`config.mk`:
```
export PLATFORM = sky130hd
export DESIGN_NAME = roc_div
export DESIGN_NICKNAME = d
export VERILOG_FILES = /design/src/rtl/roc_pkg.sv /design/src/rtl/roc_div.sv
export SDC_FILE = /design/constraint.sdc
export NUM_CORES = 1
export LEC_CHECK = 0
export BUFFER_PORTS_ARGS = -buffer_cell sky130_fd_sc_hd__buf_4
export CAP_MARGIN = 10
export CORE_ASPECT_RATIO = 1.25
export CORE_MARGIN = 10
export CORE_UTILIZATION = 45
export DETAILED_ROUTE_END_ITERATION = 6
export PLACE_DENSITY_LB_ADDON = 0.08
export SLEW_MARGIN = 20
export SYNTH_ARGS = -nofsm -noshare
export SYNTH_HDL_FRONTEND = slang
export SYNTH_SLANG_ARGS = --single-unit
```
`constraint.sdc`:
```
create_clock -name i_clk -period 2.8 [get_ports i_clk]
set_input_delay 0.14 -clock i_clk [delete_from_list [all_inputs] [get_ports i_clk]]
set_output_delay 0.14 -clock i_clk [all_outputs]
set_load 0.02 [all_outputs]
```
`src/rtl/roc_pkg.sv`:
```
// ----------------------------------------------------------------------------
// Rate-of-change ring package
// Shared widths, constants, controller states and the ring command struct.
// ----------------------------------------------------------------------------
package roc_pkg;

    // Deepest lookback supported by default.
    localparam int ROC_MAX_PERIODS = 255;

    // Field widths.
    localparam int ROC_SAMPLE_W  = 32;
    localparam int ROC_PERIODS_W = 8;
    localparam logic [ROC_PERIODS_W-1:0] ROC_PERIODS_RESET = 8'd14;

    // Percent scale and fraction bits of the Q16.16 format.
    localparam logic signed [7:0] ROC_PCT_S  = 8'sd100;
    localparam int                ROC_FRAC_W = 16;

    // Difference is 33 bits signed; times 100 the product is 40 bits signed
    // and its magnitude always fits in 39 bits.
    localparam int ROC_DIFF_W = ROC_SAMPLE_W + 1;
    localparam int ROC_PROD_W = 40;
    localparam int ROC_MAG_W  = 39;

    // Serial divider widths: dividend is the magnitude shifted by the fraction.
    localparam int ROC_DIV_NW = ROC_MAG_W + ROC_FRAC_W;
    localparam int ROC_DIV_DW = ROC_SAMPLE_W;

    // Controller states.
    typedef enum logic [3:0] {
        S_IDLE,
        S_UPDATE,
        S_CHECK,
        S_RD_NEW,
        S_MUL,
        S_START,
        S_DIV,
        S_FINISH
    } t_state;

    // Commands from the controller to the sample ring.
    typedef struct packed {
        logic update;   // apply restart and write for the current request
        logic restart;  // clear pointer and count first
        logic write;    // store the sample
        logic rd_old;   // read the oldest slot
        logic rd_new;   // read the newest slot
    } t_ring_cmd;

endpackage

```
`src/rtl/roc_div.sv`:
```
// ----------------------------------------------------------------------------
// Rate-of-change serial divider
// Unsigned radix-2 restoring divider: one quotient bit per cycle, the
// dividend shifting out of the same register that collects the quotient.
// ----------------------------------------------------------------------------
module roc_div
    import roc_pkg::*;
(
    input  logic                  i_clk,
    input  logic                  i_rst_n,
    input  logic                  i_start,
    input  logic [ROC_DIV_NW-1:0] i_dividend,
    input  logic [ROC_DIV_DW-1:0] i_divisor,
    output logic                  o_done,
    output logic [ROC_DIV_NW-1:0] o_quotient
);

    localparam int CW = $clog2(ROC_DIV_NW + 1);

    logic                  r_busy;
    logic                  r_done;
    logic [CW-1:0]         r_cnt;
    logic [ROC_DIV_DW-1:0] r_rem;
    logic [ROC_DIV_NW-1:0] r_nq;
    logic [ROC_DIV_DW-1:0] r_div;

    logic [ROC_DIV_DW:0]   w_shift;
    logic [ROC_DIV_DW:0]   w_trial;
    logic                  w_ge;

    // One restoring step: bring down the next dividend bit and try a subtract.
    assign w_shift = {r_rem, r_nq[ROC_DIV_NW-1]};
    assign w_trial = w_shift - {1'b0, r_div};
    assign w_ge    = ~w_trial[ROC_DIV_DW];

    // Control: count the steps and flag the last one.
    always_ff @(posedge i_clk) begin
        if (!i_rst_n) begin
            r_busy <= 1'b0;
            r_done <= 1'b0;
            r_cnt  <= '0;
        end else begin
            r_done <= 1'b0;
            if (i_start) begin
                r_busy <= 1'b1;
                r_cnt  <= CW'(ROC_DIV_NW);
            end else if (r_busy) begin
                r_cnt <= r_cnt - 1'b1;
                if (r_cnt == CW'(1)) begin
                    r_busy <= 1'b0;
                    r_done <= 1'b1;
                end
            end
        end
    end

    // Datapath: remainder and the combined dividend and quotient shifter.
    always_ff @(posedge i_clk) begin
        if (i_start) begin
            r_rem <= '0;
            r_nq  <= i_dividend;
            r_div <= i_divisor;
        end else if (r_busy) begin
            r_rem <= w_ge ? w_trial[ROC_DIV_DW-1:0] : w_shift[ROC_DIV_DW-1:0];
            r_nq  <= {r_nq[ROC_DIV_NW-2:0], w_ge};
        end
    end

    assign o_done     = r_done;
    assign o_quotient = r_nq;

endmodule

```
Yosys cells after proc, flatten, opt, wreduce, memory -nomap -nowiden
Cells that the tools add are included.
W data, S select, Z words.
Word-level totals
  logic and storage cells: 25
  input bits: 90
  register bits after elaboration: 127
Cells by class
  muxes and demuxes: 9
  eq/ne operators: 1
  add/subtract/negate cells: 2
  reduce and logical (&&, ||, !) cells: 3
  bitwise operators: 3
Operators with widths (number)
  $mux W55: 2
  $sub A33 B32 Y33: 1
  $mux W32: 1
  $mux W6: 2
  $eq A6 B1 Y1 const B: 1
  $sub A6 B1 Y6 const B: 1
  $mux W1: 4
  $not A1 Y1: 3
  $reduce_or A3 Y1: 1
  $reduce_bool A2 Y1: 1
  $reduce_or A2 Y1: 1

Depth between registers and ports, before layout
  word-level depth: 4
  mapped depth: 13

Least setup slack after synthesis
No wires, ideal clock.
  kind: flip-flop to flip-flop
  start point: register r_nq[54], in the netlist o_quotient[54]
  end point: register r_rem[20]
  data arrival time: 3056 ps
  required time: 2709 ps
  library setup time: 91 ps
  path slack: -347 ps
  stages on the path, launching flop included: 13
  period minus slack after synthesis: 3147 ps
  path through: edfxtp_1 > inv_1 > ha_1 > fa_1 > nand2b_1 > a21oi_1 > nor3_2 > o41a_1 > nor2_2 > o31ai_4 > xor2_2 > or3_1 > a311oi_1
Between the ends
  word-level cells in the longest chain between the ends: 2
RTL lines
  from (decl): line roc_div.sv:24  | logic [ROC_DIV_NW-1:0] r_nq;
  from (signal assigned): line roc_div.sv:61  | r_nq <= i_dividend;
  from (signal assigned): line roc_div.sv:65  | r_nq <= {r_nq[ROC_DIV_NW-2:0], w_ge};
  $sub A33 B32 Y33: line roc_div.sv:33  | assign w_trial = w_shift - {1'b0, r_div};
  $mux W32: line roc_div.sv:64  | r_rem <= w_ge ? w_trial[ROC_DIV_DW-1:0] : w_shift[ROC_DIV_DW-1:0];
  to (signal assigned): line roc_div.sv:64
  to (decl): line roc_div.sv:23  | logic [ROC_DIV_DW-1:0] r_rem;
Every way passes these cells.
A chain may end at the register's enable or synchronous reset.

Worst setup path after layout
  start point: register r_div[0]
  end point: register r_rem[27]
Between the ends
  word-level cells in the longest chain between the ends: 2
RTL lines
  from (decl): line roc_div.sv:25  | logic [ROC_DIV_DW-1:0] r_div;
  from (signal assigned): line roc_div.sv:62  | r_div <= i_divisor;
  $sub A33 B32 Y33: line roc_div.sv:33
  $mux W32: line roc_div.sv:64
Every way passes these cells.

==> impl_metrics.yaml <==
setup_path:
  crit_fanout: 7
  worstPathArrival_ns: 3.25
  crit_type: "reg2reg"
  end_kind: "flop"
  start_kind: "flop"
  cp.required_ns: 3.12
status:
  violations: "setup timing"
  status: "finished, violations left"
synth:
  synth_seq_cells: 127
  synth_fp_nets: 775
  ys_seq_area_share_pct: 49.5
  yosysMostFrequentCell: "edfxtp_1"
  syn_area_mm2: 0.00689
  synthTopCellsByCount: "edfxtp_1, nand2_1, nor2_1, mux2_2, inv_1"
  synth_top_cell_area_share_pct: 37.9
  synth_cells: 650
  yosysTopAreaCell: "edfxtp_1"
  synth_flop_cell: "edfxtp_1"
  synth_edf_count: 87
  async_reset_ff_share_pct: 0
  netlist_top_cells_area: "edfxtp_1, dfxtp_1, mux2_2"
  synthDistinctLibCells: 63
  avgSynthCellArea_um2: 10.6
  ys_warn_count: 0
timing:
  tns_ns: -1.57
  slew_headroom_pct: 54.6
  setup_ws_ns: -0.135
  rsz0062_at_grt: "true"
  timing.final.crit_period_ns: 2.94
  fmax_mhz: 341
  skew_ns: 0.00748
  tightest_slew_ns: 0.681
  finalMaxSlewViolations: 0
  finalHoldViolCount: 0
  finalSetupViolCount: 30
  min_period_over_period_pct: 105
grt:
  grt_max_degree: 124
  grt.total_usage_pct: 17.8
  grt_overflow_total: 0
  grt_pass1_vias: 6004
  grt_pass1_wl_um: 29300
  antenna_found_initial: 0
clock_network:
  cts_buffer_depth: 2
  cts_tree: "done"
  cts.sinks: 127
  clock_latency_ns: 0.41
  cts_root_buf: "clkbuf_16"
  path_clk_slew_ns: 0.06
  htreeDepth: 4
  cts_buffers: 17
final_layout:
  antenna_cells: 0
  stdcell_area_mm2: 0.00955
  final_nets: 997
  syn_to_final_growth_pct: 38.6
  final_util_pct: 63.6
  layout-drive-gt1-share_pct: 35.7
placement:
  pre_cts_slack_ns: -0.106
  dpl_cell_area_mm2: 0.00851
  post-dp-hpwl_um: 13200
  port-buffer-count: 145
  gp_congestion: 0.961
power:
  power_density_mw_per_mm2: 622
  peakVddDrop_v: 0.000401
  p_leak_nw: 4.05
detailed_routing:
  first_pass_iters: 5
  viasPerCell: 5.39
  wire_per_inst_um: 17.1
  drc: 0
  drt_iter0_markers: 390
  via_count: 5750
  routed_wl_um: 18300
  ant_nets: 0
floorplanning:
  die_w_um: 131
  die_h_um: 158
  rows: 50
  core_mm2: 0.0150
  dieArea_mm2: 0.0207
  start_util_pct: 45.9
  io_pins: 146
min_path:
  hold_path_class: "in2reg"
run:
  maxCapViolations: 0
[cell usage in the layout (no fill, tap or decap), drive strengths merged, types with 9 or more instances in the layout]
cell         netlist  layout
dlygate4sd3        0      32
nor2              57      57
inv               43      45
nand3             21      21
xor2               9       9
mux2              54      54
nand2             75      75
buf               11     205
clkbuf            23      18
a311oi            22      22
nor3              10      10
xnor2             21      21
edfxtp            87      87
clkinv             0       9
a21oi             33      33
o21ai             21      21
dfxtp             40      40
ha                34      34
[report_power, final]
part	total (W)	leakage, nW	internal (W)	switching (W)
Sequential	0.00231	1.20	0.00221	0.000103
Clock	0.00213	0.277	0.00131	0.000822
Combinational	0.00149	2.58	0.000718	0.000774
[final timing paths]
path / start / endpoint / slack (ns) / cells past startpoint
worst max-delay path: r_div[0] / r_rem[27] / -0.14 / 12
worst min-delay path: i_dividend[0] / o_quotient[0] / 0.02 / 3
worst max register to register: r_div[0] / r_rem[27] / -0.14 / 12
worst min register to register: r_rem[13] / r_rem[14] / 0.49 / 2
[per-layer routing]
metal | share of wire, % | track usage (%) | wire, um | vias up
met5 | 0 | 0 | 0 | -
met4 | 1.7 | 6.84 | 313 | 0
met3 | 7.4 | 6.96 | 1360 | 26
met2 | 50 | 29.9 | 9230 | 167
met1 | 40 | 19.7 | 7380 | 2739
li1 | - | - | - | 2818
[cells by family after synthesis]
kind of cell | share of synthesized area, %
muxes | 9.12
buffers and inverters | 4.38
AOI/OAI and AO/OA | 13.2
and+or+nand+nor | 13.4
xor gates and xnor gates | 3.92
DFF | 49.5
adders and majority gates | 6.47
[layout make-up]
cell class / count / area (um2)
Inverter: 43 / 161
Timing Repair Buffer: 237 / 1900
Tap cell: 182 / 228
Clock buffer: 18 / 429
Multi-Input combinational cell: 446 / 3270
Clock inverter: 14 / 141
Sequential cell: 127 / 3410
Fill cell: 1244 / 5470
[worst max-delay path, cell delays in order (launching register included)]
cell and delay [ns]:
edfxtp_1 0.38, ha_2 0.21, fa_2 0.34, nand2b_4 0.16, a21oi_4 0.14, nor3_2 0.06, o41a_1 0.36, nor2_2 0.17
o31ai_4 0.11, xor2_4 0.22, buf_2 0.21, a41o_1 0.21, a311oi_1 0.25
[metrics by stage]
step	hold WS, ns	power, W	std cells
2_1_floorplan	0.239	0.00319	650
3_5_place_dp	0.319	0.00375	996
6_report	0.0163	0.00593	1067
3_3_place_gp	0.318	0.00372	996
5_1_grt	0.00786	0.00622	1067
4_1_cts	0.00428	0.00595	1060
[sequential cells by signal (all words and copies together), names as in the netlist]
signal	flops
o_done	1
r_div	32
r_rem	32
r_cnt	6
o_quotient	55
r_busy	1
[repair_timing]
item	4_1_cts	5_1_grt
resized for setup	8	13
endpoints found under the hold margin	32	0
pin swaps	3	4
hold buffers	32	0
setup endpoints to repair	31	33
gates cloned	0	3
buffers inserted	0	4
Power figures use the tool's default switching activity.
